**src/rtl/bplms_pkg.sv**
```systemverilog
`default_nettype none

package bplms_pkg;

    // configuration register map, word index = paddr / 4
    typedef enum logic [1:0] {
        REG_DEBOUNCE   = 2'd0,
        REG_LONG_PRESS = 2'd1,
        REG_VLONG      = 2'd2,
        REG_MARQUEE    = 2'd3
    } cfg_reg_t;

    localparam int unsigned ADDR_W = 4;
    localparam int unsigned DATA_W = 32;
    localparam int unsigned CFG_W  = 16;
    localparam int unsigned TIME_W = 32;
    localparam int unsigned PAT_W  = 4;

    localparam logic [CFG_W-1:0] DEBOUNCE_RST   = 16'd50;
    localparam logic [CFG_W-1:0] LONG_PRESS_RST = 16'd2000;
    localparam logic [CFG_W-1:0] VLONG_RST      = 16'd4000;
    localparam logic [CFG_W-1:0] MARQUEE_RST    = 16'd250;

    // level codes of the active-low button
    localparam logic LEVEL_PRESSED  = 1'b0;
    localparam logic LEVEL_RELEASED = 1'b1;

endpackage

`default_nettype wire

```
**src/rtl/button_press_length_mode_stepper_top.sv**
```systemverilog
`default_nettype none

// a result word is valid once its tick word, loaded into the input register at
// acceptance, has moved on into the result register, which waits while stalled
// throughput: one tick word per cycle unless out_ready stalls; the debounce,
// hold and marquee compares all sit in one stage between input and result registers
// reset: rst_n clears all timers, the pattern index and the handshake state
// and reloads the configuration registers with their defaults
module button_press_length_mode_stepper_top #(
    parameter int unsigned NUM_PATTERNS = 9
) (
    input  wire logic                            clk,
    input  wire logic                            rst_n,
    // configuration port
    input  wire logic                            psel,
    input  wire logic                            penable,
    input  wire logic                            pwrite,
    input  wire logic [bplms_pkg::ADDR_W-1:0]    paddr,
    input  wire logic [bplms_pkg::DATA_W-1:0]    pwdata,
    output logic      [bplms_pkg::DATA_W-1:0]    prdata,
    output logic                                 pready,
    // tick words
    input  wire logic                            in_valid,
    output logic                                 in_ready,
    input  wire logic                            raw_level,
    // result words
    output logic                                 out_valid,
    input  wire logic                            out_ready,
    output logic      [bplms_pkg::PAT_W-1:0]     pattern_index,
    output logic                                 button_level,
    output logic                                 marquee_update,
    output logic                                 marquee_side
);

    localparam int unsigned TW = bplms_pkg::TIME_W;
    localparam int unsigned PW = bplms_pkg::PAT_W;
    localparam int unsigned CW = bplms_pkg::CFG_W;

    // last index of the press cycle and the test index
    localparam logic [PW-1:0] LAST_CYCLE = PW'(NUM_PATTERNS - 2);
    localparam logic [PW-1:0] TEST_IDX   = PW'(NUM_PATTERNS - 1);

    // ------------------------------------------------------------------
    // configuration registers
    // ------------------------------------------------------------------
    logic [CW-1:0] debounce_reg;
    logic [CW-1:0] long_press_reg;
    logic [CW-1:0] vlong_press_reg;
    logic [CW-1:0] marquee_period_reg;

    bplms_pkg::cfg_reg_t cfg_sel;
    logic                cfg_wr;

    assign pready  = 1'b1;
    assign cfg_sel = bplms_pkg::cfg_reg_t'(paddr[bplms_pkg::ADDR_W-1:2]);
    assign cfg_wr  = psel && penable && pwrite && pready;

    always_ff @(posedge clk or negedge rst_n)
    begin
        if (!rst_n)
        begin
            debounce_reg       <= bplms_pkg::DEBOUNCE_RST;
            long_press_reg     <= bplms_pkg::LONG_PRESS_RST;
            vlong_press_reg    <= bplms_pkg::VLONG_RST;
            marquee_period_reg <= bplms_pkg::MARQUEE_RST;
        end
        else if (cfg_wr)
        begin
            unique case (cfg_sel)
                bplms_pkg::REG_DEBOUNCE:   debounce_reg       <= pwdata[CW-1:0];
                bplms_pkg::REG_LONG_PRESS: long_press_reg     <= pwdata[CW-1:0];
                bplms_pkg::REG_VLONG:      vlong_press_reg    <= pwdata[CW-1:0];
                bplms_pkg::REG_MARQUEE:    marquee_period_reg <= pwdata[CW-1:0];
                default:                   debounce_reg       <= debounce_reg;
            endcase
        end
    end

    // read mux, registers are zero-extended to the bus width
    always_comb
    begin
        unique case (cfg_sel)
            bplms_pkg::REG_DEBOUNCE:   prdata = {{(bplms_pkg::DATA_W-CW){1'b0}}, debounce_reg};
            bplms_pkg::REG_LONG_PRESS: prdata = {{(bplms_pkg::DATA_W-CW){1'b0}}, long_press_reg};
            bplms_pkg::REG_VLONG:      prdata = {{(bplms_pkg::DATA_W-CW){1'b0}}, vlong_press_reg};
            bplms_pkg::REG_MARQUEE:    prdata = {{(bplms_pkg::DATA_W-CW){1'b0}}, marquee_period_reg};
            default:                   prdata = '0;
        endcase
    end

    // ------------------------------------------------------------------
    // handshake: input register feeding the result register
    // ------------------------------------------------------------------
    logic in_valid_reg;
    logic raw_reg;
    logic step;      // input word moves into the result register this cycle

    assign step     = in_valid_reg && (!out_valid || out_ready);
    assign in_ready = !in_valid_reg || step;

    always_ff @(posedge clk or negedge rst_n)
    begin
        if (!rst_n)
        begin
            in_valid_reg <= 1'b0;
        end
        else if (in_ready)
        begin
            in_valid_reg <= in_valid;
        end
    end

    always_ff @(posedge clk)
    begin
        if (in_valid && in_ready)
        begin
            raw_reg <= raw_level;
        end
    end

    // ------------------------------------------------------------------
    // tick state
    // ------------------------------------------------------------------
    logic [TW-1:0] tick_now_reg;
    logic          raw_seen_reg;
    logic          level_reg;
    logic [TW-1:0] raw_change_time_reg;
    logic          press_held_reg;
    logic          long_done_reg;
    logic          vlong_done_reg;
    logic [TW-1:0] press_start_reg;
    logic [PW-1:0] pattern_reg;
    logic [TW-1:0] toggle_time_reg;
    logic          next_side_a_reg;
    logic          side_shown_reg;

    logic [TW-1:0] raw_change_time_next;
    logic          level_next;
    logic          press_held_next;
    logic          long_done_next;
    logic          vlong_done_next;
    logic [TW-1:0] press_start_next;
    logic [PW-1:0] pattern_next;
    logic [TW-1:0] toggle_time_next;
    logic          next_side_a_next;
    logic          side_shown_next;
    logic          update_next;

    // all three elapsed times come straight from stored timestamps so the
    // subtracts run in parallel; a timestamp taken this tick means zero elapsed
    logic [TW-1:0] deb_elapsed;
    logic [TW-1:0] hold_elapsed;
    logic [TW-1:0] toggle_elapsed;
    logic          raw_changed;
    logic          deb_ok;
    logic          accept;
    logic          press;
    logic          release_evt;
    logic          long_ok;
    logic          vlong_ok;
    logic          long_fire;
    logic          vlong_fire;
    logic [PW-1:0] pat_short;
    logic          is_marquee;

    assign deb_elapsed    = tick_now_reg - raw_change_time_reg;
    assign hold_elapsed   = tick_now_reg - press_start_reg;
    assign toggle_elapsed = tick_now_reg - toggle_time_reg;

    always_comb
    begin
        // debounce
        raw_changed          = (raw_reg != raw_seen_reg);
        raw_change_time_next = raw_changed ? tick_now_reg : raw_change_time_reg;
        deb_ok      = raw_changed ? (debounce_reg == '0)
                                  : (deb_elapsed >= TW'(debounce_reg));
        accept      = (raw_reg != level_reg) && deb_ok;
        level_next  = accept ? raw_reg : level_reg;
        press       = accept && (raw_reg == bplms_pkg::LEVEL_PRESSED);
        release_evt = accept && (raw_reg == bplms_pkg::LEVEL_RELEASED);

        // short press
        press_held_next  = press ? 1'b1 : (release_evt ? 1'b0 : press_held_reg);
        press_start_next = press ? tick_now_reg : press_start_reg;
        pat_short        = (press && (pattern_reg < LAST_CYCLE))
                           ? pattern_reg + PW'(1) : pattern_reg;

        // long and very long hold
        long_ok    = press ? (long_press_reg == '0)
                           : (hold_elapsed >= TW'(long_press_reg));
        vlong_ok   = press ? (vlong_press_reg == '0)
                           : (hold_elapsed >= TW'(vlong_press_reg));
        long_fire  = press_held_next && !(long_done_reg && !press) && long_ok;
        vlong_fire = press_held_next && !(vlong_done_reg && !press) && vlong_ok;
        long_done_next  = long_fire  || (long_done_reg  && !press);
        vlong_done_next = vlong_fire || (vlong_done_reg && !press);

        pattern_next = pat_short;
        if (long_fire)
        begin
            pattern_next = '0;
        end
        if (vlong_fire)
        begin
            pattern_next = TEST_IDX;
        end

        // marquee on the new index
        is_marquee  = pattern_next[0] && (pattern_next <= LAST_CYCLE);
        update_next = is_marquee && (toggle_elapsed >= TW'(marquee_period_reg));
        toggle_time_next = update_next ? tick_now_reg : toggle_time_reg;
        side_shown_next  = update_next ? next_side_a_reg : side_shown_reg;
        next_side_a_next = update_next ? !next_side_a_reg : next_side_a_reg;
    end

    always_ff @(posedge clk or negedge rst_n)
    begin
        if (!rst_n)
        begin
            tick_now_reg        <= '0;
            raw_seen_reg        <= bplms_pkg::LEVEL_RELEASED;
            level_reg           <= bplms_pkg::LEVEL_RELEASED;
            raw_change_time_reg <= '0;
            press_held_reg      <= 1'b0;
            long_done_reg       <= 1'b0;
            vlong_done_reg      <= 1'b0;
            press_start_reg     <= '0;
            pattern_reg         <= '0;
            toggle_time_reg     <= '0;
            next_side_a_reg     <= 1'b1;
            side_shown_reg      <= 1'b0;
        end
        else if (step)
        begin
            tick_now_reg        <= tick_now_reg + TW'(1);
            raw_seen_reg        <= raw_reg;
            level_reg           <= level_next;
            raw_change_time_reg <= raw_change_time_next;
            press_held_reg      <= press_held_next;
            long_done_reg       <= long_done_next;
            vlong_done_reg      <= vlong_done_next;
            press_start_reg     <= press_start_next;
            pattern_reg         <= pattern_next;
            toggle_time_reg     <= toggle_time_next;
            next_side_a_reg     <= next_side_a_next;
            side_shown_reg      <= side_shown_next;
        end
    end

    // ------------------------------------------------------------------
    // result register
    // ------------------------------------------------------------------
    always_ff @(posedge clk or negedge rst_n)
    begin
        if (!rst_n)
        begin
            out_valid <= 1'b0;
        end
        else if (step)
        begin
            out_valid <= 1'b1;
        end
        else if (out_ready)
        begin
            out_valid <= 1'b0;
        end
    end

    always_ff @(posedge clk)
    begin
        if (step)
        begin
            pattern_index  <= pattern_next;
            button_level   <= level_next;
            marquee_update <= update_next;
            marquee_side   <= side_shown_next;
        end
    end

    // ------------------------------------------------------------------
    // assertions
    // ------------------------------------------------------------------

    // a marquee side is only driven from an odd cycle index
    assert property (@(posedge clk) disable iff (!rst_n)
        (out_valid && marquee_update) |-> (pattern_index[0] && (pattern_index <= LAST_CYCLE)))
        else $error("marquee update outside a marquee index");

    // the index never leaves the pattern range
    assert property (@(posedge clk) disable iff (!rst_n)
        out_valid |-> (pattern_index <= TEST_IDX))
        else $error("pattern index out of range");

    // the next side is always the opposite of the side last shown
    assert property (@(posedge clk) disable iff (!rst_n)
        next_side_a_reg != side_shown_reg)
        else $error("marquee side tracking out of step");

    // a word in the input register moves on into the result register in the
    // following cycle when the result register is empty
    assert property (@(posedge clk) disable iff (!rst_n)
        (in_valid_reg && !out_valid) |=> out_valid)
        else $error("input word did not advance");

endmodule

`default_nettype wire

```
**config.mk**
```make
export PLATFORM = sky130hd
export DESIGN_NAME = button_press_length_mode_stepper_top
export DESIGN_NICKNAME = d
export VERILOG_FILES = /design/src/rtl/bplms_pkg.sv /design/src/rtl/button_press_length_mode_stepper_top.sv
export SDC_FILE = /design/constraint.sdc
export NUM_CORES = 1
export LEC_CHECK = 0
export BUFFER_PORTS_ARGS = -buffer_cell sky130_fd_sc_hd__buf_2
export CAP_MARGIN = 30
export CORE_MARGIN = 5
export CORE_UTILIZATION = 25
export CTS_CLUSTER_DIAMETER = 150
export CTS_CLUSTER_SIZE = 20
export DETAILED_ROUTE_END_ITERATION = 8
export SETUP_SLACK_MARGIN = 0.4
export SLEW_MARGIN = 20
export SYNTH_ARGS = -nofsm -noshare
export SYNTH_HDL_FRONTEND = slang
export SYNTH_SLANG_ARGS = --single-unit
```
**constraint.sdc**
```tcl
create_clock -name clk -period 9.75 [get_ports clk]
set_input_delay 1.4625 -clock clk [delete_from_list [all_inputs] [get_ports clk]]
set_output_delay 1.4625 -clock clk [all_outputs]
set_load 0.02 [all_outputs]
```
==> flow_results.xml, run 1 <==
<?xml version="1.0" encoding="UTF-8"?>
<metrics>
  <group name="detailed_routing">
    <metric name="num_vias" unit="">13624</metric>
    <metric name="drt_iter0_markers" unit="">994</metric>
    <metric name="drt-total-wl" unit="mm">46.50</metric>
    <metric name="drt_pass1_iterations" unit="">5</metric>
    <metric name="detail_route.wl_per_cell" unit="µm">17.10</metric>
    <metric name="remaining_drc_errors" unit="">0</metric>
    <metric name="route.detailed.vias_per_inst" unit="">5.011</metric>
    <metric name="antenna_left" unit="">0</metric>
  </group>
  <group name="timing">
    <metric name="final_worst_path_period_need" unit="ns">7.632</metric>
    <metric name="layout_worst_path_cycle_share" unit="">0.7828</metric>
    <metric name="fin_setup_tns" unit="ns">0</metric>
    <metric name="max_freq" unit="MHz">131.0</metric>
    <metric name="timing.final.max_slew_violations" unit="">0</metric>
    <metric name="hold_violations" unit="">0</metric>
    <metric name="setup_viol_count_final" unit="">0</metric>
    <metric name="clock_skew" unit="ns">0.01375</metric>
    <metric name="worst_pin_slew" unit="ns">0.8995</metric>
    <metric name="grt_setup_unrepaired" unit="">no</metric>
    <metric name="relSlewSlack" unit="">0.3958</metric>
  </group>
  <group name="floorplan">
    <metric name="row_count" unit="">93</metric>
    <metric name="pin_count" unit="">86</metric>
    <metric name="dieArea" unit="µm²">70660</metric>
    <metric name="die_width" unit="µm">265.8</metric>
    <metric name="die-height" unit="µm">265.8</metric>
    <metric name="design.core.area" unit="µm²">64580</metric>
    <metric name="initial_utilization" unit="">0.2533</metric>
  </group>
  <group name="critical_path">
    <metric name="cp_endpoint_kind" unit="">flip-flop</metric>
    <metric name="path_class" unit="">flip-flop to flip-flop</metric>
    <metric name="crit_path_start_kind" unit="">flip-flop</metric>
    <metric name="cp_max_fo" unit="">34</metric>
    <metric name="critical_path.reg2reg.startpoint" unit="">tick_now_reg[4]</metric>
    <metric name="reg2reg_slack" unit="ns">2.12</metric>
    <metric name="r2r-end" unit="">toggle_time_reg[0]</metric>
    <metric name="critPathArrivalTime" unit="ns">8.02</metric>
    <metric name="reg2regPathDepth" unit="">23</metric>
    <metric name="critPathRequiredTime" unit="ns">10.14</metric>
  </group>
  <group name="logic_synthesis">
    <metric name="synth_cells" unit="">1836</metric>
    <metric name="top_cell_type_by_total_area_after_synthesis" unit="">dfrtp_1</metric>
    <metric name="synth_sequential_area_ratio" unit="">0.3301</metric>
    <metric name="synth.top_cells.by_area" unit="">dfrtp_1, ha_1, mux2_2</metric>
    <metric name="synth_cell_type_count" unit="">78</metric>
    <metric name="ys_warn_count" unit="">0</metric>
    <metric name="syn_area_per_cell" unit="µm²">8.910</metric>
    <metric name="synth_enable_flop_cells" unit="">8</metric>
    <metric name="yosysTopAreaCellShare" unit="">0.2769</metric>
    <metric name="synth-seq-cells" unit="">213</metric>
    <metric name="synth_async_reset_ratio" unit="">0.9624</metric>
    <metric name="synth.cell_area" unit="µm²">16360</metric>
    <metric name="synthFlopType" unit="">dfrtp_1</metric>
  </group>
  <group name="global_routing">
    <metric name="antenna_violations_before_repair" unit="">0</metric>
    <metric name="grt_pass1_vias" unit="">13373</metric>
    <metric name="pin_count_of_the_biggest_net_entering_global_routing" unit="">76</metric>
    <metric name="grt_use_total" unit="">0.1257</metric>
    <metric name="overflow" unit="">0</metric>
    <metric name="global_route_wire_length_before_repair" unit="mm">73.26</metric>
  </group>
  <group name="clocking">
    <metric name="clock_path_buffers" unit="">3</metric>
    <metric name="number_of_buffers_inserted_by_post_cts_setup_repair" unit="">0</metric>
    <metric name="post_cts_resized" unit="">0</metric>
    <metric name="cts_tree" unit="">done</metric>
    <metric name="cts.clk_slew.worst_paths" unit="ns">0.09</metric>
    <metric name="insertion_delay" unit="ns">0.50</metric>
    <metric name="ctsRootBufferMaster" unit="">clkbuf_16</metric>
    <metric name="cts_hold_repair.buffers" unit="">0</metric>
    <metric name="tritoncts.num_buffers" unit="">14</metric>
    <metric name="clock-sinks" unit="">213</metric>
    <metric name="htree_levels" unit="">1</metric>
  </group>
  <group name="layout">
    <metric name="final_util" unit="">0.2777</metric>
    <metric name="layout_commonest_cell" unit="">inv_1</metric>
    <metric name="post_route_cells_drive_above_1_share" unit="">0.1170</metric>
    <metric name="most-common-layout-cells" unit="">inv_1, nand2_1, dfrtp_1</metric>
    <metric name="syn2layout_area_growth" unit="%">9.644</metric>
    <metric name="num-nets-final" unit="">2064</metric>
  </group>
  <group name="job">
    <metric name="max_cap_violations" unit="">0</metric>
  </group>
  <group name="hold_path">
    <metric name="worst_hold_path.endpoint" unit="">toggle_time_reg[21]</metric>
    <metric name="hp-class" unit="">flip-flop to flip-flop</metric>
    <metric name="hold_start" unit="">toggle_time_reg[21]</metric>
    <metric name="min_delay_path_depth" unit="">1</metric>
  </group>
  <group name="place">
    <metric name="port_buffers" unit="">50</metric>
    <metric name="routabilityCongestion" unit="">0.8967</metric>
    <metric name="detailedPlacementHpwl" unit="mm">36.70</metric>
  </group>
  <group name="outcome">
    <metric name="status" unit="">finished clean</metric>
  </group>
  <group name="power">
    <metric name="cellPowerDensity" unit="nW/µm²">293.0</metric>
    <metric name="total_leakage_power" unit="nW">8.171</metric>
    <metric name="irDropWorstVdd" unit="µV">120.1</metric>
  </group>
</metrics>
==> cell usage after synthesis, drive strengths merged (5+ instances only) <==
library cell	instances
inv	186
dfrtp	181
nand2	181
ha	159
o21ai	136
a21oi	121
mux2	100
nor2	95
xnor2	60
clkbuf	49
nand4	44
nor3	44
nand3	35
a21o	34
xor2	33
buf	32
nand2b	28
dfstp	24
o21a	24
nor4	23
o211ai	19
mux4	16
a31oi	15
mux2i	15
nor2b	15
or3	14
and3	11
o31ai	11
a211o	9
edfxtp	8
o2111ai	8
a2111oi	7
and4	7
o21bai	7
and2	6
or4	6
a211oi	5
o221ai	5
==> through the flow <==
stage / hold slack [ns] / setup WS [ns] / instances / cell area (µm²) / power [mW]
CTS: 0.4951 / 2.106 / 2717 / 17910 / 5.264
finish: 0.4881 / 2.118 / 2719 / 17940 / 5.256
global placement: 0.4677 / 2.159 / 2695 / 17500 / 4.506
global route: 0.5041 / 1.617 / 2718 / 17930 / 5.700
floorplan: 0.4498 / 3.690 / 1851 / 16420 / 3.669
detailed placement: 0.4744 / 2.166 / 2696 / 17500 / 4.612
==> layer usage <==
| layer | routed length [µm] | GRT usage |
|---|---|---|
| met5 | 0 | 0 |
| met4 | 659 | 0.02073 |
| met3 | 2370 | 0.01514 |
| met2 | 21740 | 0.2143 |
| met1 | 21740 | 0.1746 |
==> critical path, cell delays in order, from the launching register on <==
cell      delay (ns)
dfrtp_1         0.52
ha_1            0.41
a21o_1          0.22
nand2b_1        0.16
o21ai_0         0.42
o21ai_0         0.28
a21o_1          0.23
a21oi_1         0.16
xnor2_1         0.14
ha_1            0.26
a21oi_1         0.15
o21a_1          0.16
o22ai_1         0.10
nor4_1          0.20
o211ai_1        0.14
or4_1           0.44
or4_1           0.52
or4_1           0.53
nor4_4          0.70
o21ai_0         0.23
a31oi_1         0.37
nor4b_4         0.26
buf_4           0.50
mux2_2          0.40
==> cells by family (layout without fill, tap and decap cells) <==
kind of cell / count (synthesis) / after routing / share of synthesized area
compound gates: 444 / 444 / 0.1700
xor+xnor: 93 / 93 / 0.04979
fa+ha+maj: 162 / 162 / 0.1253
buf+inv: 267 / 279 / 0.06753
flops: 213 / 213 / 0.3301
mux: 131 / 131 / 0.1000
other cells: 2 / 18 / 0.0004591
simple gates: 524 / 524 / 0.1568
==> power breakdown <==
part / switching, mW / leakage, nW / internal (mW)
logic: 1.99 / 5.26 / 1.42
clock network: 0.329 / 0.197 / 0.291
registers: 0.148 / 2.71 / 1.07
total: 2.47 / 8.17 / 2.79
==> how the worst max path moves through the flow <==
stage,from,to,cells past startpoint
floorplan,tick_now_reg[4],toggle_time_reg[24],23
global placement,tick_now_reg[4],toggle_time_reg[0],23
detailed placement,tick_now_reg[4],toggle_time_reg[0],23
CTS,tick_now_reg[4],toggle_time_reg[0],23
global route,tick_now_reg[4],toggle_time_reg[2],23
finish,tick_now_reg[4],toggle_time_reg[0],23
==> layout make-up <==
type	count	area, µm²
multi-input cells	1371	9921
inverters	186	698.2
clock buffers	20	404.1
flip-flops and latches	213	5400
diodes	1	2.502
fillers	6856	46640
repair buffers	72	434.2
clock inverters	1	7.507
well taps	855	1070
No activity file was read; power rests on OpenSTA's default activity.
==> run 2: changes to the inputs <==
Settings changed: ABC_AREA set to 1.
Clock period 9.75 ns to 7.2 ns, I/O delays scaled along.
==> flow_results.xml, run 2 <==
<?xml version="1.0" encoding="UTF-8"?>
<metrics>
  <group name="outcome">
    <metric name="status" unit="">finished clean</metric>
  </group>
  <group name="critical_path">
    <metric name="reg2regPathDepth" unit="">27</metric>
    <metric name="critPathArrivalTime" unit="ns">5.45</metric>
    <metric name="crit_slowest_cell" unit="">dfrtp_1</metric>
    <metric name="reg2reg_slack" unit="ns">2.11</metric>
    <metric name="critPathRequiredTime" unit="ns">7.56</metric>
    <metric name="crit_top_cell" unit="">nand2_1</metric>
    <metric name="timing.critical_path.slowest_cell_delay" unit="ns">0.65</metric>
    <metric name="crit_path_start_kind" unit="">flip-flop</metric>
    <metric name="path_class" unit="">flip-flop to flip-flop</metric>
    <metric name="r2r-end" unit="">toggle_time_reg[31]</metric>
    <metric name="critical_path.reg2reg.startpoint" unit="">tick_now_reg[1]</metric>
    <metric name="crit_path_end" unit="">toggle_time_reg[31]</metric>
    <metric name="cp_max_fo" unit="">66</metric>
    <metric name="cp_endpoint_kind" unit="">flip-flop</metric>
    <metric name="crit_path_start" unit="">tick_now_reg[1]</metric>
  </group>
  <group name="place">
    <metric name="port_buffers" unit="">50</metric>
    <metric name="routabilityCongestion" unit="">0.9384</metric>
    <metric name="detailedPlacementHpwl" unit="mm">40.64</metric>
    <metric name="placed_area" unit="µm²">18630</metric>
  </group>
  <group name="clocking">
    <metric name="cts.clk_slew.worst_paths" unit="ns">0.09</metric>
    <metric name="insertion_delay" unit="ns">0.50</metric>
    <metric name="clock-sinks" unit="">213</metric>
    <metric name="cts_tree" unit="">done</metric>
    <metric name="clock_path_buffers" unit="">3</metric>
    <metric name="tritoncts.num_buffers" unit="">14</metric>
    <metric name="post_cts_resized" unit="">0</metric>
    <metric name="number_of_buffers_inserted_by_post_cts_setup_repair" unit="">0</metric>
    <metric name="htree_levels" unit="">1</metric>
    <metric name="ctsRootBufferMaster" unit="">clkbuf_16</metric>
    <metric name="cts_hold_repair.buffers" unit="">0</metric>
  </group>
  <group name="layout">
    <metric name="post_route_cells_drive_above_1_share" unit="">0.07669</metric>
    <metric name="antenna_cells_inserted" unit="">0</metric>
    <metric name="syn2layout_area_growth" unit="%">10.32</metric>
    <metric name="num-nets-final" unit="">2795</metric>
    <metric name="layout_commonest_cell" unit="">nand2_1</metric>
    <metric name="register_area" unit="µm²">5400</metric>
    <metric name="multiInputGateArea" unit="µm²">9893</metric>
    <metric name="final_design_area_no_fill" unit="µm²">19150</metric>
    <metric name="final_util" unit="">0.2787</metric>
    <metric name="filler_cells_inserted" unit="">7679</metric>
    <metric name="most-common-layout-cells" unit="">nand2_1, inv_1, dfrtp_1</metric>
  </group>
  <group name="timing">
    <metric name="clock_skew" unit="ns">0.02050</metric>
    <metric name="hold_violations" unit="">0</metric>
    <metric name="final_worst_path_period_need" unit="ns">5.089</metric>
    <metric name="grt_setup_unrepaired" unit="">no</metric>
    <metric name="relSlewSlack" unit="">0.3536</metric>
    <metric name="fin_setup_tns" unit="ns">0</metric>
    <metric name="timing.final.max_slew_violations" unit="">0</metric>
    <metric name="layout_worst_path_cycle_share" unit="">0.7068</metric>
    <metric name="setup_viol_count_final" unit="">0</metric>
    <metric name="worst_pin_slew" unit="ns">0.9591</metric>
    <metric name="max_freq" unit="MHz">196.5</metric>
  </group>
  <group name="logic_synthesis">
    <metric name="synth.top_cells.by_area" unit="">dfrtp_1, nand2_1, ha_1</metric>
    <metric name="synth_async_reset_ratio" unit="">0.9624</metric>
    <metric name="syn_area_per_cell" unit="µm²">6.823</metric>
    <metric name="ys_warn_count" unit="">0</metric>
    <metric name="synth_cells" unit="">2544</metric>
    <metric name="synth-seq-cells" unit="">213</metric>
    <metric name="yosys.cell_count.top_type" unit="">nand2_1</metric>
    <metric name="synth.cell_area" unit="µm²">17360</metric>
    <metric name="synth_cell_type_count" unit="">50</metric>
    <metric name="yosysTopAreaCellShare" unit="">0.2609</metric>
    <metric name="top_cell_type_by_total_area_after_synthesis" unit="">dfrtp_1</metric>
    <metric name="yosys-top-cells-count" unit="">nand2_1, inv_1, dfrtp_1, o21ai_0</metric>
    <metric name="synth_enable_flop_cells" unit="">8</metric>
    <metric name="synthFlopType" unit="">dfrtp_1</metric>
    <metric name="synth_sequential_area_ratio" unit="">0.3111</metric>
  </group>
  <group name="floorplan">
    <metric name="die-height" unit="µm">273.5</metric>
    <metric name="pin_count" unit="">86</metric>
    <metric name="initial_utilization" unit="">0.2526</metric>
    <metric name="row_count" unit="">96</metric>
    <metric name="dieArea" unit="µm²">74800</metric>
    <metric name="design.core.area" unit="µm²">68710</metric>
    <metric name="die_width" unit="µm">273.5</metric>
  </group>
  <group name="global_routing">
    <metric name="antenna_violations_before_repair" unit="">0</metric>
    <metric name="overflow" unit="">0</metric>
    <metric name="pin_count_of_the_biggest_net_entering_global_routing" unit="">107</metric>
    <metric name="grt_pass1_vias" unit="">14725</metric>
    <metric name="global_route_wire_length_before_repair" unit="mm">77.87</metric>
    <metric name="grt_use_total" unit="">0.1279</metric>
  </group>
  <group name="detailed_routing">
    <metric name="num_vias" unit="">15596</metric>
    <metric name="drt-total-wl" unit="mm">49.26</metric>
    <metric name="antenna_left" unit="">0</metric>
    <metric name="drt_iter0_markers" unit="">954</metric>
    <metric name="detail_route.wl_per_cell" unit="µm">13.97</metric>
    <metric name="drt_pass1_iterations" unit="">5</metric>
    <metric name="route.detailed.vias_per_inst" unit="">4.423</metric>
    <metric name="remaining_drc_errors" unit="">0</metric>
  </group>
  <group name="power">
    <metric name="total_leakage_power" unit="nW">10.09</metric>
    <metric name="cellPowerDensity" unit="nW/µm²">465.0</metric>
    <metric name="irDropWorstVdd" unit="µV">218.7</metric>
    <metric name="power" unit="mW">8.905</metric>
  </group>
  <group name="job">
    <metric name="max_cap_violations" unit="">0</metric>
  </group>
  <group name="hold_path">
    <metric name="hold_start" unit="">next_side_a_reg</metric>
    <metric name="hp-class" unit="">flip-flop to flip-flop</metric>
  </group>
</metrics>
## run 2: per-stage QoR
stage | setup slack, ns | std cells | hold WS, ns
after floorplan | 3.402 | 2559 | 0.4437
after CTS | 2.048 | 3520 | 0.4765
after global placement | 2.127 | 3494 | 0.4528
final | 2.111 | 3526 | 0.4724
after global routing | 1.566 | 3526 | 0.5002
after detailed placement | 2.088 | 3498 | 0.4642
## run 2: critical path: cells and delay by family (launching register included)
family | cells | cell delay [ns]
buffers and inverters | 2 | 0.34
flip-flops | 1 | 0.65
XOR/XNOR | 1 | 0.19
adder cells (fa/ha/maj) | 2 | 0.78
AO/OA/AOI/OAI | 2 | 0.19
AND/OR/NAND/NOR | 20 | 2.75
## run 2: worst min path at each step
| stage | end | slack (ns) | cells after the start |
|---|---|---|---|
| finish | next_side_a_reg | 0.47 | 2 |
| floorplan | next_side_a_reg | 0.44 | 2 |
| CTS | next_side_a_reg | 0.48 | 2 |
| global placement | next_side_a_reg | 0.45 | 2 |
| global route | next_side_a_reg | 0.50 | 2 |
| detailed placement | next_side_a_reg | 0.46 | 2 |
## run 2: logic make-up after synthesis
logic type	synth area share
and+or+nand+nor	0.2845
buffers and inverters	0.1228
AOI/OAI and AO/OA	0.1192
DFF	0.3111
adders and majority gates	0.1181
xor gates and xnor gates	0.04339
other	0.0004327
muxes	0.0005767
## run 2: where the power goes
group / total, mW / internal (mW) / switching (mW) / leakage [nW]
clock: 0.814 / 0.388 / 0.426 / 0.196
sequential: 1.82 / 1.56 / 0.258 / 2.58
combinational: 6.27 / 2.23 / 4.04 / 7.31
total: 8.90 / 4.18 / 4.72 / 10.1
## run 2: final cells by class
cell class	count	area share
inverters	485	0.09507
clock inverters	1	0.0004574
clock buffers	21	0.02078
repair buffers	68	0.02424
multi-input cells	1807	0.5166
well taps	931	0.06083
flip-flops and latches	213	0.2820
## run 2: routing by layer
layer | vias to the layer above | global-route usage | part of all wire
met2 | 317 | 0.2071 | 0.44
met5 | - | 0 | 0
met3 | 83 | 0.01385 | 0.043
met4 | 0 | 0.04208 | 0.035
met1 | 7093 | 0.1786 | 0.48
li1 | 8103 | - | -
